<file path="config.mk">
export PLATFORM = sky130hd
export DESIGN_NAME = three_bit_block_dequantizer
export DESIGN_NICKNAME = d
export VERILOG_FILES = /design/src/sv/tbbd_pkg.sv /design/src/sv/tbbd_front.sv /design/src/sv/tbbd_queue.sv /design/src/sv/tbbd_back.sv /design/src/sv/three_bit_block_dequantizer.sv
export SDC_FILE = /design/constraint.sdc
export NUM_CORES = 1
export LEC_CHECK = 0
export BUFFER_PORTS_ARGS = -buffer_cell sky130_fd_sc_hd__buf_2
export CORE_ASPECT_RATIO = 1.75
export CORE_UTILIZATION = 40
export CTS_CLUSTER_SIZE = 24
export DETAILED_ROUTE_END_ITERATION = 8
export SLEW_MARGIN = 20
export SYNTH_ARGS = -nofsm -noshare
export SYNTH_HDL_FRONTEND = slang
export SYNTH_SLANG_ARGS = --single-unit
</file>
<file path="constraint.sdc">
create_clock -name clk -period 5 [get_ports clk]
set_input_delay 0.25 -clock clk [delete_from_list [all_inputs] [get_ports clk]]
set_output_delay 0.25 -clock clk [all_outputs]
set_load 0.05 [all_outputs]
</file>
<file path="src/sv/tbbd_pkg.sv">
// ----------------------------------------------------------------------------
// tbbd_pkg
// Types and constants of the three-bit block dequantizer.
// ----------------------------------------------------------------------------
package tbbd_pkg;

  localparam int BLOCK_BYTES  = 98;
  localparam int POS_W        = 7;
  localparam int CODE_W       = 3;
  localparam int CODES_W      = 9;   // up to three codes per code byte
  localparam int COUNT_W      = 25;
  localparam int INDEX_W      = 24;
  localparam int QUEUE_DEPTH  = 2;

  localparam logic [POS_W-1:0]   SCALE0_POS = 7'd0;
  localparam logic [POS_W-1:0]   SCALE1_POS = 7'd1;
  localparam logic [POS_W-1:0]   LAST_POS   = 7'(BLOCK_BYTES - 1);

  localparam logic [COUNT_W-1:0] ELEMENT_COUNT_RESET = 25'd256;
  localparam logic [COUNT_W-1:0] MAX_COUNT           = 25'h100_0000;

  typedef struct packed {
    logic [7:0] data_byte;
    logic       tensor_start;
  } in_word_t;

  typedef struct packed {
    logic signed [7:0]  weight_value;
    logic [INDEX_W-1:0] weight_index;
    logic               last_of_item;
    logic               last_of_tensor;
  } out_word_t;

  // One code byte, unpacked by the front end.
  typedef struct packed {
    logic [CODES_W-1:0] codes;    // code 0 in the low bits
    logic [1:0]         n_codes;  // 2 or 3
    logic [15:0]        scales;   // four group scale nibbles
    logic               clear;    // tensor restarted before this byte
  } job_t;

endpackage

</file>
<file path="src/sv/tbbd_front.sv">
// ----------------------------------------------------------------------------
// tbbd_front
// Accepts stream bytes, tracks block position and scales, splits code bytes
// into 3-bit codes and pushes one job per code byte.
// ----------------------------------------------------------------------------
module tbbd_front (
  input  logic               clk,
  input  logic               rst_n,
  input  logic               in_valid,
  output logic               in_ready,
  input  tbbd_pkg::in_word_t in_word,
  input  logic               q_full,
  output logic               q_push,
  output tbbd_pkg::job_t     q_job
);

  logic [tbbd_pkg::POS_W-1:0] pos_r, pos_nxt, pos_cur;
  logic [15:0]                scales_r, scales_nxt;
  logic [1:0]                 acc_r, acc_nxt, acc_cur;   // leftover bits
  logic [1:0]                 cnt_r, cnt_nxt, cnt_cur;   // leftover count
  logic                       clr_pend_r, clr_pend_nxt;
  logic                       accept;
  logic                       code_byte;
  logic [9:0]                 acc_full;
  logic [1:0]                 n_codes;
  logic [1:0]                 cnt_left;
  logic [1:0]                 acc_left;

  always_comb begin
    accept    = in_valid && !q_full;
    pos_cur   = in_word.tensor_start ? '0 : pos_r;
    acc_cur   = in_word.tensor_start ? '0 : acc_r;
    cnt_cur   = in_word.tensor_start ? '0 : cnt_r;
    code_byte = (pos_cur != tbbd_pkg::SCALE0_POS) && (pos_cur != tbbd_pkg::SCALE1_POS);

    // New byte lands above the leftover bits.
    acc_full = (10'(in_word.data_byte) << cnt_cur) | 10'(acc_cur);

    case (cnt_cur)
      2'd1: begin
        n_codes  = 2'd3;
        cnt_left = 2'd0;
        acc_left = 2'd0;
      end
      2'd2: begin
        n_codes  = 2'd3;
        cnt_left = 2'd1;
        acc_left = {1'b0, acc_full[9]};
      end
      default: begin
        n_codes  = 2'd2;
        cnt_left = 2'd2;
        acc_left = acc_full[7:6];
      end
    endcase

    q_push        = accept && code_byte;
    q_job.codes   = acc_full[tbbd_pkg::CODES_W-1:0];
    q_job.n_codes = n_codes;
    q_job.scales  = scales_r;
    q_job.clear   = clr_pend_r;

    pos_nxt      = pos_r;
    scales_nxt   = scales_r;
    acc_nxt      = acc_r;
    cnt_nxt      = cnt_r;
    clr_pend_nxt = clr_pend_r;
    if (accept) begin
      if (in_word.tensor_start) begin
        clr_pend_nxt = 1'b1;
      end
      if (pos_cur == tbbd_pkg::SCALE0_POS) begin
        scales_nxt[7:0] = in_word.data_byte;
        acc_nxt         = acc_cur;
        cnt_nxt         = cnt_cur;
      end else if (pos_cur == tbbd_pkg::SCALE1_POS) begin
        scales_nxt[15:8] = in_word.data_byte;
        acc_nxt          = acc_cur;
        cnt_nxt          = cnt_cur;
      end else begin
        acc_nxt      = acc_left;
        cnt_nxt      = cnt_left;
        clr_pend_nxt = 1'b0;
      end
      if (pos_cur == tbbd_pkg::LAST_POS) begin
        pos_nxt = '0;
        acc_nxt = '0;
        cnt_nxt = '0;
      end else begin
        pos_nxt = pos_cur + 7'd1;
      end
    end
  end

  assign in_ready = !q_full;

  always_ff @(posedge clk) begin
    if (!rst_n) begin
      pos_r      <= '0;
      acc_r      <= '0;
      cnt_r      <= '0;
      clr_pend_r <= 1'b0;
    end else begin
      pos_r      <= pos_nxt;
      acc_r      <= acc_nxt;
      cnt_r      <= cnt_nxt;
      clr_pend_r <= clr_pend_nxt;
    end
  end

  // Always written at positions 0 and 1 before any code byte reads them.
  always_ff @(posedge clk) begin
    scales_r <= scales_nxt;
  end

endmodule

</file>
<file path="src/sv/tbbd_queue.sv">
// ----------------------------------------------------------------------------
// tbbd_queue
// Small job queue between front and back ends.
// ----------------------------------------------------------------------------
module tbbd_queue #(
  parameter int DEPTH = tbbd_pkg::QUEUE_DEPTH
) (
  input  logic           clk,
  input  logic           rst_n,
  input  logic           push,
  input  tbbd_pkg::job_t push_job,
  output logic           full,
  input  logic           pop,
  output logic           head_valid,
  output tbbd_pkg::job_t head_job
);

  localparam int PTR_W = (DEPTH > 1) ? $clog2(DEPTH) : 1;
  localparam int CNT_W = $clog2(DEPTH + 1);

  tbbd_pkg::job_t   mem_r [DEPTH];
  logic [PTR_W-1:0] wr_ptr_r, wr_ptr_nxt;
  logic [PTR_W-1:0] rd_ptr_r, rd_ptr_nxt;
  logic [CNT_W-1:0] cnt_r, cnt_nxt;
  logic             do_push, do_pop;

  always_comb begin
    full       = (cnt_r == CNT_W'(DEPTH));
    head_valid = (cnt_r != '0);
    head_job   = mem_r[rd_ptr_r];
    do_push    = push && !full;
    do_pop     = pop && head_valid;

    wr_ptr_nxt = wr_ptr_r;
    rd_ptr_nxt = rd_ptr_r;
    if (do_push) begin
      wr_ptr_nxt = (wr_ptr_r == PTR_W'(DEPTH - 1)) ? '0 : wr_ptr_r + PTR_W'(1);
    end
    if (do_pop) begin
      rd_ptr_nxt = (rd_ptr_r == PTR_W'(DEPTH - 1)) ? '0 : rd_ptr_r + PTR_W'(1);
    end

    cnt_nxt = cnt_r;
    if (do_push && !do_pop) begin
      cnt_nxt = cnt_r + CNT_W'(1);
    end else if (do_pop && !do_push) begin
      cnt_nxt = cnt_r - CNT_W'(1);
    end
  end

  always_ff @(posedge clk) begin
    if (!rst_n) begin
      wr_ptr_r <= '0;
      rd_ptr_r <= '0;
      cnt_r    <= '0;
    end else begin
      wr_ptr_r <= wr_ptr_nxt;
      rd_ptr_r <= rd_ptr_nxt;
      cnt_r    <= cnt_nxt;
    end
  end

  always_ff @(posedge clk) begin
    if (do_push) begin
      mem_r[wr_ptr_r] <= push_job;
    end
  end

endmodule

</file>
<file path="src/sv/tbbd_back.sv">
// ----------------------------------------------------------------------------
// tbbd_back
// Walks the head job's codes, one weight per cycle unless out_ready stalls,
// scales them, drives the output register, holds element and emitted counts.
// ----------------------------------------------------------------------------
module tbbd_back (
  input  logic                                clk,
  input  logic                                rst_n,
  input  logic                                head_valid,
  input  tbbd_pkg::job_t                      head_job,
  output logic                                q_pop,
  input  logic                                cfg_wr_en,
  input  logic [tbbd_pkg::COUNT_W-1:0]        cfg_wr_data,
  output logic                                out_valid,
  input  logic                                out_ready,
  output tbbd_pkg::out_word_t                 out_word
);

  logic [tbbd_pkg::COUNT_W-1:0] limit_r, limit_nxt;       // saturated count
  logic [tbbd_pkg::COUNT_W-1:0] emitted_r, emitted_nxt;
  logic [1:0]                   k_r, k_nxt;               // code slot in job
  logic                         out_valid_r, out_valid_nxt;
  tbbd_pkg::out_word_t          out_word_r, out_word_nxt;

  logic                         adv, step, emit, last_code, last_tensor;
  logic [tbbd_pkg::COUNT_W-1:0] e_cur, e_inc;
  logic [tbbd_pkg::CODE_W-1:0]  code;
  logic [3:0]                   scale;
  logic signed [4:0]            odd;
  logic signed [9:0]            prod;

  always_comb begin
    adv  = !out_valid_r || out_ready;
    step = head_valid && adv;

    e_cur       = (head_job.clear && (k_r == 2'd0)) ? '0 : emitted_r;
    e_inc       = e_cur + 25'd1;
    emit        = e_cur < limit_r;
    last_tensor = (e_inc == limit_r);
    last_code   = (k_r == (head_job.n_codes - 2'd1));

    case (k_r)
      2'd0:    code = head_job.codes[2:0];
      2'd1:    code = head_job.codes[5:3];
      default: code = head_job.codes[8:6];
    endcase

    // Group = bits [7:6] of the weight's index within the block.
    case (e_cur[7:6])
      2'd0:    scale = head_job.scales[3:0];
      2'd1:    scale = head_job.scales[7:4];
      2'd2:    scale = head_job.scales[11:8];
      default: scale = head_job.scales[15:12];
    endcase

    odd  = $signed({1'b0, code, 1'b0}) - 5'sd7;
    prod = odd * $signed({1'b0, scale});

    q_pop = step && (!emit || last_code || last_tensor);

    emitted_nxt = emitted_r;
    k_nxt       = k_r;
    if (step) begin
      emitted_nxt = emit ? e_inc : e_cur;
      k_nxt       = q_pop ? 2'd0 : k_r + 2'd1;
    end

    out_valid_nxt = out_valid_r;
    out_word_nxt  = out_word_r;
    if (adv) begin
      out_valid_nxt = step && emit;
      out_word_nxt.weight_value   = prod[7:0];
      out_word_nxt.weight_index   = e_cur[tbbd_pkg::INDEX_W-1:0];
      out_word_nxt.last_of_item   = last_code || last_tensor;
      out_word_nxt.last_of_tensor = last_tensor;
    end

    limit_nxt = limit_r;
    if (cfg_wr_en) begin
      limit_nxt = cfg_wr_data[tbbd_pkg::COUNT_W-1] ? tbbd_pkg::MAX_COUNT : cfg_wr_data;
    end
  end

  assign out_valid = out_valid_r;
  assign out_word  = out_word_r;

  always_ff @(posedge clk) begin
    if (!rst_n) begin
      limit_r     <= tbbd_pkg::ELEMENT_COUNT_RESET;
      emitted_r   <= '0;
      k_r         <= '0;
      out_valid_r <= 1'b0;
    end else begin
      limit_r     <= limit_nxt;
      emitted_r   <= emitted_nxt;
      k_r         <= k_nxt;
      out_valid_r <= out_valid_nxt;
    end
  end

  always_ff @(posedge clk) begin
    out_word_r <= out_word_nxt;
  end

endmodule

</file>
<file path="src/sv/three_bit_block_dequantizer.sv">
// ----------------------------------------------------------------------------
// three_bit_block_dequantizer
// Block-wise 3-bit weight dequantizer, byte stream in, one weight per word out.
// ----------------------------------------------------------------------------
// Takes 98-byte blocks (two scale bytes, then 96 bytes of LSB-first packed
// 3-bit codes) and emits each weight as (2*code-7)*scale, i.e. 32x the real
// value, with its tensor index and last-of-byte / last-of-tensor flags.
// Rate: a scale byte is taken and yields nothing; a code byte yields 2 or
// 3 weights (pattern 2,3,3 repeating) and the back end issues one weight
// per cycle while out_ready does not stall it. The two scale bytes go in
// while the back end is still busy on the block's last code byte. The back
// end and output register set the weight rate; the front end takes a byte
// every cycle while the job queue (QUEUE_DEPTH entries) has room. With the
// queue and output register empty, the first weight of a code byte is held
// in the job queue and then the output register before out_valid rises.
// cfg_wr_data is the element count; the user must see that it is written
// only while idle, as the block does not enforce it. Values above 2^24
// saturate. Past the count, codes drop until tensor_start or a higher count.
// ----------------------------------------------------------------------------
module three_bit_block_dequantizer #(
  parameter int QUEUE_DEPTH = tbbd_pkg::QUEUE_DEPTH
) (
  input  logic                          clk,
  input  logic                          rst_n,
  // byte stream in
  input  logic                          in_valid,
  output logic                          in_ready,
  input  tbbd_pkg::in_word_t            in_word,
  // weights out
  output logic                          out_valid,
  input  logic                          out_ready,
  output tbbd_pkg::out_word_t           out_word,
  // element count register
  input  logic                          cfg_wr_en,
  input  logic [tbbd_pkg::COUNT_W-1:0]  cfg_wr_data
);

  logic           q_full, q_push, q_pop, head_valid;
  tbbd_pkg::job_t push_job, head_job;

  // Front end: block position, scale capture, code unpacking.
  tbbd_front u_front (
    .clk      (clk),
    .rst_n    (rst_n),
    .in_valid (in_valid),
    .in_ready (in_ready),
    .in_word  (in_word),
    .q_full   (q_full),
    .q_push   (q_push),
    .q_job    (push_job)
  );

  // Decouples byte intake from weight issue.
  tbbd_queue #(
    .DEPTH (QUEUE_DEPTH)
  ) u_queue (
    .clk        (clk),
    .rst_n      (rst_n),
    .push       (q_push),
    .push_job   (push_job),
    .full       (q_full),
    .pop        (q_pop),
    .head_valid (head_valid),
    .head_job   (head_job)
  );

  // Back end: count limit, scaling, output register.
  tbbd_back u_back (
    .clk         (clk),
    .rst_n       (rst_n),
    .head_valid  (head_valid),
    .head_job    (head_job),
    .q_pop       (q_pop),
    .cfg_wr_en   (cfg_wr_en),
    .cfg_wr_data (cfg_wr_data),
    .out_valid   (out_valid),
    .out_ready   (out_ready),
    .out_word    (out_word)
  );

endmodule

</file>
### Word-level counts from Yosys, hierarchy flattened

Memories as Yosys holds them, arrays and structs flattened. A register that Yosys moved wholly into a read port is not among the register bits.
Index checks and enable logic that the tools add are counted.

| operators by class | value |
|---|---|
| $add $sub $neg | 9 |
| multiply operators | 1 |
| order comparisons | 1 |
| eq/ne operators | 11 |
| shift-type cells | 1 |
| mux-type cells | 30 |
| bitwise operators | 2 |
| reduce and logical (&&, ||, !) cells | 29 |

Operator list:

| cell | count |
|---|---|
| 25-bit two-way mux | 3 |
| 25-bit by 1-bit adder with 25-bit output (second input constant) | 1 |
| 25-bit equality test | 1 |
| 25-bit less-than comparator | 1 |
| 2-bit two-way mux | 11 |
| 7-bit two-way mux | 2 |
| 4-bit one-hot mux with 3 select lines | 1 |
| 1-bit logical AND | 11 |
| 1-bit two-way mux | 10 |
| 10-bit by 2-bit OR with 10-bit output | 1 |
| 8-bit by 2-bit left shift with 10-bit output | 1 |
| 5-bit by 5-bit multiplier with 8-bit output | 1 |
| 2-bit one-hot mux with 2 select lines | 2 |
| 7-bit by 1-bit adder with 7-bit output (second input constant) | 1 |
| 7-bit by 1-bit equality test with 1-bit output (second input constant) | 1 |
| 7-bit equality test (second input constant) | 1 |
| 7-bit logical NOT | 1 |
| 7-bit by 1-bit != test with 1-bit output (second input constant) | 1 |
| 7-bit nonzero test | 1 |
| 2-bit by 1-bit equality test with 1-bit output (second input constant) | 3 |
| 2-bit equality test (second input constant) | 3 |
| 3-bit one-hot mux with 2 select lines | 1 |
| 1-bit logical NOT | 5 |
| 4-bit by 3-bit subtractor with 5-bit output (second input constant) | 1 |
| other kinds (11) | 19 |

| storage, ports and cells | value |
|---|---|
| register bits | 119 |
| RAM bits | 54 |
| bits of input ports | 39 |
| output and inout port bits | 36 |
| logic and storage cells | 102 |
| memories | 1 |

Memory list:

| memory | words | bits a word | read ports | clocked after Yosys merged registers in | wr ports | line | source |
|---|---|---|---|---|---|---|---|
| u_queue.mem_r | 2 | 27 | 1 | 1 | 1 | tbbd_queue.sv:21 | `tbbd_pkg::job_t mem_r [DEPTH];` |

### Depth between registers and ports, before layout

Gate-level depths: netlist (run 1).

| logic depth | value |
|---|---|
| depth after elaboration | 12 |
| depth in mapped cells | 24 |
| mapped depth without buffers | 22 |

### Modules after synthesis

A second synthesis (run 1) with hierarchy kept.

| second synthesis, totals | value |
|---|---|
| cell total of the unflattened synthesis | 965 |
| area total of the unflattened synthesis | 9838.2 µm² |

By module, submodules not included:

| module | times used | cells each | area an instance (µm²) | sequential area each (µm²) |
|---|---|---|---|---|
| tbbd_back | 1 | 696 | 6039.5 | 2082.0 |
| tbbd_queue | 1 | 112 | 2253.4 | 1781.7 |
| tbbd_front | 1 | 157 | 1545.2 | 720.7 |

### Worst setup path after synthesis (run 1)

No wires, ideal clock.

| timing | value |
|---|---|
| path kind | register -> register |
| start | reg u_back.k_r[0] |
| end | reg u_queue.cnt_r[1] |
| library setup time | 0.070 ns |
| arrival time | 4.871 ns |
| data required time | 4.930 ns |
| setup slack | 0.059 ns |
| cell stages (with the launch flop) | 22 |
| buffers on the path | 5 |
| period minus slack after synthesis | 4.941 ns |
| path through | dfxtp_1 -> inv_1 -> ha_1 -> clkbuf_1 -> nand2_1 -> clkbuf_1 -> buf_2 -> clkbuf_1 -> clkbuf_1 -> and2_1 -> ha_1 -> and3_1 -> and3_1 -> nor4b_1 -> a2111o_1 -> a2111oi_2 -> o2111ai_1 -> nor4b_2 -> nor2_1 -> ha_1 -> or3_1 -> a21oi_1 |

| on the way | value |
|---|---|
| word-level cells in the longest chain between the ends | 12 |
| elaborated cells between the ends (all ways) | 17 |
| those cells by class | add/sub (1); order compare (1); eq/ne (2); mux (2); reduce/logical (11) |

RTL lines:

| element | line | source |
|---|---|---|
| from (decl) | tbbd_back.sv:21 | `logic [1:0] k_r, k_nxt;` |
| from (signal assigned) | tbbd_back.sv:96 | `k_r <= k_nxt;` |
| 2-bit logical NOT * | tbbd_back.sv:36 | `e_cur = (head_job.clear && (k_r == 2'd0)) ? '0 : emitted_r;` |
| 1-bit logical AND * | tbbd_back.sv:36 |  |
| 25-bit two-way mux * | tbbd_back.sv:36 |  |
| net u_back.e_cur (one bit) | tbbd_back.sv:26 | `logic [tbbd_pkg::COUNT_W-1:0] e_cur, e_inc;` |
| branches (longest 3 deep; another with 25-bit by 1-bit adder with 25-bit output) | n/a |  |
| 1-bit logical OR * | tbbd_back.sv:59 | `q_pop = step && (!emit \|\| last_code \|\| last_tensor);` |
| 1-bit logical AND * | tbbd_back.sv:59 |  |
| 1-bit logical AND * | tbbd_queue.sv:32 | `do_pop = pop && head_valid;` |
| 1-bit logical NOT | tbbd_queue.sv:44 | `if (do_push && !do_pop) begin` |
| 1-bit logical AND | tbbd_queue.sv:44 |  |
| 2-bit two-way mux / 2-bit nonzero test (equally long branches) | n/a |  |
| to (signal assigned) | tbbd_queue.sv:59 | `cnt_r <= cnt_nxt;` |
| to (decl) | tbbd_queue.sv:24 | `logic [CNT_W-1:0] cnt_r, cnt_nxt;` |

Mark *: on every way through the listed nets, which the timed path passes.
A chain may end at the register's enable or synchronous reset.

==> impl_metrics.py, run 1 <==
metrics = {
    "detailed_routing": {
        "ant_nets": 0,
        "drc": 0,
        "via_count": 7577,
        "drt_wl_total_um": 25700,
        "wire_per_inst_um": 19.0,
        "dr.pass1.iters": 5,
        "vias_per_cell": 5.60,
        "drt-initial-drc-count": 473,
    },
    "worst_setup_path": {
        "arrival_ns": 4.86,
        "cp.buffers_inverters": 6,
        "cp-end-kind": "flop",
        "worstPathCellList": "mux2_4 -> nand2_2 -> buf_4 -> o21ai_0 -> a222oi_1 -> a31o_2 -> inv_1 -> nand2_1 -> inv_1 -> ha_1 -> fa_1 -> inv_1 -> fa_1 -> inv_1 -> ha_1 -> inv_1 -> o21bai_1 -> a21oi_1 -> xnor2_1 -> xnor2_1 -> xnor2_1",
        "cpMostUsedCell": "inv_1",
        "criticalPathCategory": "flop to flop",
        "critPathLaunchType": "flop",
        "cp_top_family": "adder cells",
        "critical_path_depth": 21,
        "crit_start": "u_queue.mem_r[0][0]",
        "r2r-start": "u_queue.mem_r[0][0]",
        "crit_fanout": 7,
        "reg2reg_depth": 21,
        "crit_slowest_cell": "fa_1",
        "cpPeakStageDelay_ns": 0.51,
        "cp.required_ns": 5.19,
    },
    "yosys": {
        "synth_edf_count": 104,
        "synth_area_per_cell_um2": 9.94,
        "synthCells": 967,
        "synth_fp_nets": 1058,
        "yosysMostFrequentCell": "edfxtp_1",
        "async_reset_ff_frac": 0,
        "synth_ff_type": "edfxtp_1",
        "synth_sequential_area_ratio": 0.471,
        "ys_seq_elements": 174,
        "yosysWarnings": 0,
        "synthTopCellsByCount": "edfxtp_1, nor2_1, a21oi_1",
        "synth.distinct_cells": 83,
        "synthTopCellsByArea": "edfxtp_1, dfxtp_1, ha_1, a21oi_1, nor2_1",
        "synth_top_cell_by_area": "edfxtp_1",
        "syn-cell-area_mm2": 0.00961,
        "synth.top_cell.area_share": 0.325,
    },
    "floorplanning": {
        "die_area_mm2": 0.0247,
        "die_h_um": 207,
        "initial_core_util": 0.410,
        "rows": 74,
        "boundaryPins": 75,
        "core_mm2": 0.0234,
        "die_w_um": 119,
    },
    "global_routing": {
        "antenna_found_initial": 0,
        "grt-ovfl-total": 0,
        "grt_max_degree": 64,
        "grt_pass1_vias": 7384,
        "grt.total_usage": 0.217,
        "grt_pass1_wl_um": 40900,
    },
    "layout": {
        "area_growth_pct": 14.1,
        "antenna_cells": 0,
        "drive_gt1_frac": 0.167,
        "final_nets": 1127,
    },
    "min_path": {
        "holdPathStages": 1,
        "hold_path_class": "input pin to flop",
        "holdCritStartpoint": "in_word[3]",
    },
    "sta": {
        "finalMaxSlewViolations": 0,
        "timing.slew.headroom": 0.441,
        "final.setup_skew_ns": 0.0132,
        "rsz0062_at_grt": "false",
        "tns_ns": 0,
        "hold_viol": 0,
        "fin_crit_ns": 4.67,
        "finalCritPeriodShare": 0.934,
        "clock.fmax_mhz": 214,
        "max_slew.worst_pin.slew_ns": 0.835,
        "setup_viol": 0,
    },
    "clock_tree": {
        "post-cts-setup-buffers": 0,
        "cts_tree": "yes",
        "clockRootBuffer": "clkbuf_16",
        "clk_pin_slew_ns": 0.07,
        "cts_num_sinks": 174,
        "numCtsBuffers": 17,
        "clk_latency_ns": 0.45,
        "cts_buffer_depth": 2,
        "cts.htree.levels": 4,
    },
    "pwr": {
        "cellLeakagePower_nw": 4.34,
        "p_per_area_mw_per_mm2": 350,
        "ir_worst_vdd_mv": 0.257,
        "p_total_mw": 3.84,
    },
    "flow_run": {
        "drv_cap": 0,
    },
    "status": {
        "outcome": "finished clean",
    },
    "place": {
        "gp_congestion": 0.933,
        "port-buffer-count": 74,
        "hpwl_um": 19100,
    },
}
## path summary, 6_finish.rpt
kind                     endpoint  slack (ns)
max reg2reg   u_back.out_word[33]        0.33
min          u_front.scales_r[10]        0.03
min reg2reg   u_queue.mem_r[0][8]        0.44
max           u_back.out_word[33]        0.33
## cell type report
cell class | instances | area, µm²
Multi-Input combinational cell | 667 | 4620
Timing Repair Buffer | 101 | 581
Sequential cell | 174 | 4520
Clock buffer | 17 | 425
Fill cell | 2224 | 12500
Inverter | 75 | 282
Tap cell | 304 | 380
Clock inverter | 15 | 156
## cell usage in the layout (no fill, tap or decap), types with 5 or more instances in the layout
cell / n
and3_1: 14
mux2i_1: 22
dfxtp_1: 70
nor2_1: 80
ha_1: 43
nor4_1: 6
o21ai_0: 48
xor2_1: 9
edfxtp_1: 104
buf_4: 26
nand4_1: 18
nor3_1: 10
nand2b_1: 10
clkbuf_16: 17
nor2b_1: 12
a21oi_1: 72
a21o_1: 13
inv_1: 71
nand2_1: 69
a31oi_1: 15
and2_1: 12
buf_2: 74
a2bb2oi_1: 21
a22oi_1: 12
o211ai_1: 7
nand3b_1: 5
mux2_2: 9
nand3_1: 17
a211oi_1: 7
o2111ai_1: 5
xnor2_1: 24
or3_1: 16
fa_1: 8
## state kept, by name, indices dropped and copies added, names as in the netlist, named ones only
signal              flops
u_front.cnt_r           2
u_front.acc_r           2
u_front.pos_r           7
u_back.emitted_r       25
u_queue.rd_ptr_r        1
u_back.k_r              2
u_queue.cnt_r           2
u_back.limit_r         25
u_front.clr_pend_r      1
u_queue.wr_ptr_r        1
u_back.out_valid        1
u_queue.mem_r          54
u_front.scales_r       16
u_back.out_word        34
## metrics by stage
stage / cells / hold WS (ns) / setup slack, ns / area [µm²] / util
after floorplan: 967 / 0.349 / 0.0588 / 9610 / -
after global placement: 1321 / 0.423 / 0.324 / 10400 / 0.442
after detailed placement: 1321 / 0.431 / 0.183 / 10400 / 0.442
after CTS: 1353 / 0.0154 / 0.161 / 10900 / 0.467
after global routing: 1353 / 0.0317 / 0.0115 / 11000 / 0.468
final: 1353 / 0.0301 / 0.330 / 11000 / 0.468
## kinds of logic after synthesis
family,after synthesis,synth area share
AOI/OAI and AO/OA,252,0.176
xor gates and xnor gates,33,0.0301
adders and majority gates,53,0.0750
buffers and inverters,126,0.0526
DFF,174,0.471
muxes,34,0.0397
and+or+nand+nor,295,0.156
## what timing repair did
| item | CTS | global route |
|---|---|---|
| gates resized for setup | 0 | 6 |
| setup endpoints to repair | 0 | 1 |
| hold buffers | 0 | 0 |
## per-layer routing
metal / track usage / up-vias / part of all wire
met5: 0 / - / 0
met4: 0.135 / 0 / 0.055
met3: 0.0330 / 62 / 0.038
met2: 0.394 / 212 / 0.54
met1: 0.231 / 3628 / 0.37
li1: - / 3675 / -
## power breakdown
group | switching [mW] | total (mW) | internal (mW) | leakage, nW
registers | 0.0344 | 1.65 | 1.62 | 1.61
clock network | 0.623 | 1.33 | 0.705 | 0.282
logic | 0.563 | 0.857 | 0.293 | 2.45
total | 1.22 | 3.84 | 2.62 | 4.34
No activity file was read; power rests on OpenSTA's default activity.
==> run 2: changes to the inputs <==
SYNTH_HIERARCHICAL = 1   (was unset)
==> impl_metrics.py, run 2 <==
metrics = {
    "status": {
        "outcome": "finished clean",
    },
    "detailed_routing": {
        "vias_per_cell": 5.66,
        "wire_per_inst_um": 18.8,
        "ant_nets": 0,
        "drt_wl_total_um": 25200,
        "via_count": 7620,
        "dr.pass1.iters": 5,
        "drc": 0,
        "drt-initial-drc-count": 328,
    },
    "clock_tree": {
        "clk_pin_slew_ns": 0.07,
        "post_cts_resized": 0,
        "cts.htree.levels": 4,
        "numCtsBuffers": 17,
        "cts_tree": "yes",
        "cts_hold_buf": 0,
        "cts_num_sinks": 176,
        "clk_latency_ns": 0.45,
        "post-cts-setup-buffers": 0,
        "clockRootBuffer": "clkbuf_16",
        "cts_buffer_depth": 2,
    },
    "sta": {
        "final.setup_skew_ns": 0.0117,
        "final.setup.worst_slack_ns": 0.321,
        "setup_viol": 0,
        "clock.fmax_mhz": 214,
        "max_slew.worst_pin.slew_ns": 0.932,
        "finalMaxSlewViolations": 0,
        "fin_crit_ns": 4.68,
        "rsz0062_at_grt": "false",
        "tns_ns": 0,
        "hold_viol": 0,
        "finalCritPeriodShare": 0.936,
        "timing.slew.headroom": 0.378,
    },
    "pwr": {
        "cellLeakagePower_nw": 4.29,
        "p_total_mw": 3.61,
        "ir_worst_vdd_mv": 0.266,
        "p_per_area_mw_per_mm2": 325,
    },
    "worst_setup_path": {
        "crit_slowest_cell": "nor4_1",
        "cpPeakStageDelay_ns": 0.60,
        "critPathLaunchType": "flop",
        "reg2reg_depth": 17,
        "worstReg2RegEnd": "u_queue/cnt_r[1]",
        "crit_fanout": 9,
        "cp.required_ns": 5.38,
        "r2r-start": "u_back/k_r[0]",
        "cp_top_family": "simple AND/OR/NAND/NOR gates",
        "criticalPathCategory": "flop to flop",
        "worstPathCellList": "inv_1 -> ha_1 -> nand2_2 -> and2_1 -> ha_2 -> nand4_1 -> nor4_1 -> xnor2_1 -> a211oi_1 -> nand4_1 -> or4_4 -> nor4_4 -> o31a_1 -> o21ai_1 -> ha_1 -> or3_1 -> a21boi_1",
        "cp-end-kind": "flop",
        "regToRegSetupSlack_ns": 0.32,
        "cp.buffers_inverters": 1,
        "arrival_ns": 5.05,
        "crit_start": "u_back/k_r[0]",
    },
    "floorplanning": {
        "rows": 75,
        "die_area_mm2": 0.0253,
        "initial_core_util": 0.410,
        "die_h_um": 209,
        "die_w_um": 121,
        "core_mm2": 0.0240,
        "boundaryPins": 75,
    },
    "yosys": {
        "synth_sequential_area_ratio": 0.466,
        "synth_area_per_cell_um2": 10.2,
        "synthTopCellsByCount": "edfxtp_1, dfxtp_1, inv_1",
        "syn-cell-area_mm2": 0.00984,
        "synth.distinct_cells": 82,
        "ys_seq_elements": 176,
        "synth.top_cell.area_share": 0.324,
        "synthTopCellsByArea": "edfxtp_1, dfxtp_1, ha_1, mux2_2, xnor2_1",
        "synthCells": 965,
        "yosysMostFrequentCell": "edfxtp_1",
        "yosysWarnings": 6,
        "synth_top_cell_by_area": "edfxtp_1",
        "synth_fp_nets": 1055,
        "synth_ff_type": "edfxtp_1",
        "async_reset_ff_frac": 0,
        "synth_edf_count": 106,
    },
    "layout": {
        "final_nets": 1115,
        "area_growth_pct": 13.0,
        "layout_common_cells": "edfxtp_1, buf_2, dfxtp_1",
        "multiInputGateArea_mm2": 0.00474,
        "drive_gt1_frac": 0.184,
        "antenna_cells": 0,
        "post-route-util": 0.463,
        "largest_register_ffs": 56,
        "top_register": "u_queue/mem_r",
        "regArea_mm2": 0.00458,
        "final_common_cell": "edfxtp_1",
        "fillers": 2305,
    },
    "min_path": {
        "whs_endpoint": "u_back/limit_r[19]",
        "hold_path_class": "input pin to flop",
        "holdPathStages": 3,
        "holdCritStartpoint": "cfg_wr_data[19]",
    },
    "global_routing": {
        "grt-ovfl-total": 0,
        "grt_max_degree": 47,
        "grt_pass1_vias": 7653,
        "grt_pass1_wl_um": 40000,
        "antenna_found_initial": 0,
        "grt.total_usage": 0.209,
    },
    "flow_run": {
        "drv_cap": 0,
    },
    "place": {
        "hpwl_um": 18600,
        "gp_congestion": 0.894,
        "port-buffer-count": 74,
        "pre_cts_slack_ns": 0.324,
    },
}
-- run 2: cell families after synthesis --
group                      after synthesis  synth area share
and+or+nand+nor                        299             0.164
muxes                                   48            0.0540
DFF                                    176             0.466
adders and majority gates               51            0.0710
AOI/OAI and AO/OA                      223             0.154
buffers and inverters                  127            0.0560
xor gates and xnor gates                40            0.0356
other                                    1          0.000381
-- run 2: power breakdown --
part | switching, mW | internal [mW] | total (mW) | leakage (nW)
combinational | 0.420 | 0.194 | 0.613 | 2.39
sequential | 0.0316 | 1.62 | 1.65 | 1.62
clock | 0.598 | 0.749 | 1.35 | 0.287
total | 1.05 | 2.56 | 3.61 | 4.29
-- run 2: area by class of cell --
class,count,area share
multi-input combinational,662,0.426
sequential,176,0.412
timing repair buffer,98,0.0495
clock buffer,20,0.0393
tap,308,0.0347
inverter,70,0.0248
clock inverter,12,0.0132
-- run 2: metrics by stage --
| step | instance area, µm² | hold slack [ns] | std cells |
|---|---|---|---|
| 3_5_place_dp | 10500 | 0.431 | 1314 |
| 4_1_cts | 11100 | 0.00260 | 1346 |
| 2_1_floorplan | 9880 | 0.349 | 965 |
| 6_report | 11100 | 0.0285 | 1346 |
| 3_3_place_gp | 10500 | 0.423 | 1314 |
| 5_1_grt | 11100 | 0.0195 | 1346 |
-- run 2: how the worst max path moves through the flow --
stage                     endpoint  depth (start not counted)
3_3_place_gp      u_queue/cnt_r[1]                         16
4_1_cts           u_queue/cnt_r[1]                         17
3_5_place_dp      u_queue/cnt_r[1]                         17
2_1_floorplan     u_queue/cnt_r[1]                         22
5_1_grt        u_back/out_word[33]                         18
6_report          u_queue/cnt_r[1]                         17
-- run 2: worst min-delay path: cells and delay by family --
family,cells,cell delay [ns]
compound gates,1,0.05
simple gates,1,0.07
buf+inv,1,0.07
-- run 2: metal layers --
metal  wire length, µm  GRT usage  part of all wire  up-vias
li1                  -          -                 -     3661
met1              9320      0.210              0.37     3687
met2             13700      0.387              0.54      195
met3               861     0.0315             0.034       77
met4              1360      0.142             0.054        0
met5                 0          0                 0        -
==> run 3: changes to the inputs <==
PLACE_DENSITY_LB_ADDON = 0.12   (was unset)
==> impl_metrics.py, run 3 (synthesis gave the netlist of run 2 again) <==
metrics = {
    "status": {
        "outcome": "finished clean",
    },
    "sta": {
        "max_slew.worst_pin.slew_ns": 0.809,
        "clock.fmax_mhz": 216,
        "timing.slew.headroom": 0.455,
        "rsz0062_at_grt": "false",
        "tns_ns": 0,
        "fin_crit_ns": 4.62,
        "hold_ws_ns": 0.0224,
        "finalCritPeriodShare": 0.925,
        "setup_viol": 0,
        "hold_viol": 0,
        "final.setup_skew_ns": 0.00849,
        "finalMaxSlewViolations": 0,
    },
    "layout": {
        "antenna_cells": 0,
        "final_common_cell": "edfxtp_1",
        "layout_common_cells": "edfxtp_1, buf_2, dfxtp_1",
        "post-route-util": 0.467,
        "top_register": "u_queue/mem_r",
        "fillers": 2340,
        "drive_gt1_frac": 0.185,
        "final_cells": 1346,
        "area_growth_pct": 14.1,
        "final_nets": 1115,
        "largest_register_ffs": 56,
    },
    "clock_tree": {
        "cts_tree": "yes",
        "cts_num_sinks": 176,
        "numCtsBuffers": 17,
        "clockRootBuffer": "clkbuf_16",
        "clk_latency_ns": 0.45,
        "cts_hold_buf": 0,
        "post-cts-setup-buffers": 0,
        "cts.htree.levels": 4,
        "clk_pin_slew_ns": 0.07,
        "cts_buffer_depth": 2,
        "post_cts_resized": 0,
    },
    "global_routing": {
        "grt_max_degree": 39,
        "grt_pass1_wl_um": 40200,
        "grt-ovfl-total": 0,
        "grt_pass1_vias": 7467,
        "antenna_found_initial": 0,
        "grt.total_usage": 0.212,
    },
    "floorplanning": {
        "core_mm2": 0.0240,
        "die_w_um": 121,
        "die_area_mm2": 0.0253,
        "boundaryPins": 75,
        "initial_core_util": 0.410,
        "die_h_um": 209,
        "rows": 75,
    },
    "detailed_routing": {
        "wire_per_inst_um": 18.9,
        "via_count": 7524,
        "drt_wl_total_um": 25500,
        "vias_per_cell": 5.59,
        "drc": 0,
        "drt-initial-drc-count": 395,
        "dr.pass1.iters": 4,
        "ant_nets": 0,
    },
    "worst_setup_path": {
        "worstReg2RegEnd": "u_queue/cnt_r[1]",
        "cp.required_ns": 5.38,
        "reg2reg_depth": 16,
        "crit_path_end": "u_queue/cnt_r[1]",
        "arrival_ns": 5.01,
        "critPathLaunchType": "flop",
        "cp-end-kind": "flop",
        "criticalPathCategory": "flop to flop",
        "regToRegSetupSlack_ns": 0.38,
        "crit_fanout": 12,
    },
    "pwr": {
        "p_total_mw": 3.80,
        "p_per_area_mw_per_mm2": 339,
        "cellLeakagePower_nw": 4.34,
        "ir_worst_vdd_mv": 0.246,
    },
    "min_path": {
        "hold_path_class": "input pin to flop",
    },
    "place": {
        "port-buffer-count": 74,
        "dpl.cell_count": 1314,
        "hpwl_um": 18700,
        "gp_congestion": 0.901,
    },
    "flow_run": {
        "drv_cap": 0,
    },
}
-- run 3: cell types whose count changed in the layout (fill, tap and decap cells not counted), sizes merged --
cell      previous run  this run
clkinvlp             0         1
bufinv               2         6
inv                 76        71
-- run 3: cell type report --
type	count	area (µm²)	share of cell area
clock inverters	12	228	0.0203
inverters	70	275	0.0245
repair buffers	98	551	0.0491
well taps	308	385	0.0343
multi-input cells	662	4740	0.422
flip-flops and latches	176	4580	0.409
clock buffers	20	458	0.0408
-- run 3: how the worst min path moves through the flow --
stage                                       to  cells after the start                 start
after floorplan            u_front/scales_r[0]                      0            in_word[1]
after global placement    u_queue/mem_r[0][16]                      0  u_front/scales_r[15]
after detailed placement   u_queue/mem_r[1][3]                      0   u_front/scales_r[2]
after CTS                    u_back/limit_r[8]                      3        cfg_wr_data[8]
after global routing         u_back/limit_r[7]                      3        cfg_wr_data[7]
final                        u_back/limit_r[8]                      3        cfg_wr_data[8]
-- run 3: metal layers --
layer,vias up,GRT usage,share of wire
met2,162,0.407,0.55
met4,0,0.131,0.048
met5,-,0,0
li1,3651,-,-
met1,3649,0.211,0.38
met3,62,0.0261,0.026
-- run 3: worst max-delay path, cell delays in order (launching register included) --
cell      delay, ns
dfxtp_1        0.33
mux2_2         0.47
nand2_2        0.15
and2_1         0.20
ha_2           0.27
and4_4         0.26
nand4_4        0.17
nor3_4         0.22
mux2i_1        0.14
or4_1          0.53
or4_4          0.44
nor4_4         0.20
o31a_1         0.21
o21ai_1        0.11
ha_1           0.34
or3_1          0.35
a21boi_1       0.14
-- run 3: report_power, final --
part	internal, mW	total (mW)	switching [mW]
sequential	1.62	1.65	0.0292
clock	0.971	1.55	0.584
combinational	0.190	0.604	0.413
-- run 3: metrics by stage --
stage	worst slack (ns)	instance area, µm²
floorplan	0.00236	9880
global placement	0.467	10500
detailed placement	0.363	10500
CTS	0.330	11200
global route	0.0686	11200
finish	0.376	11200
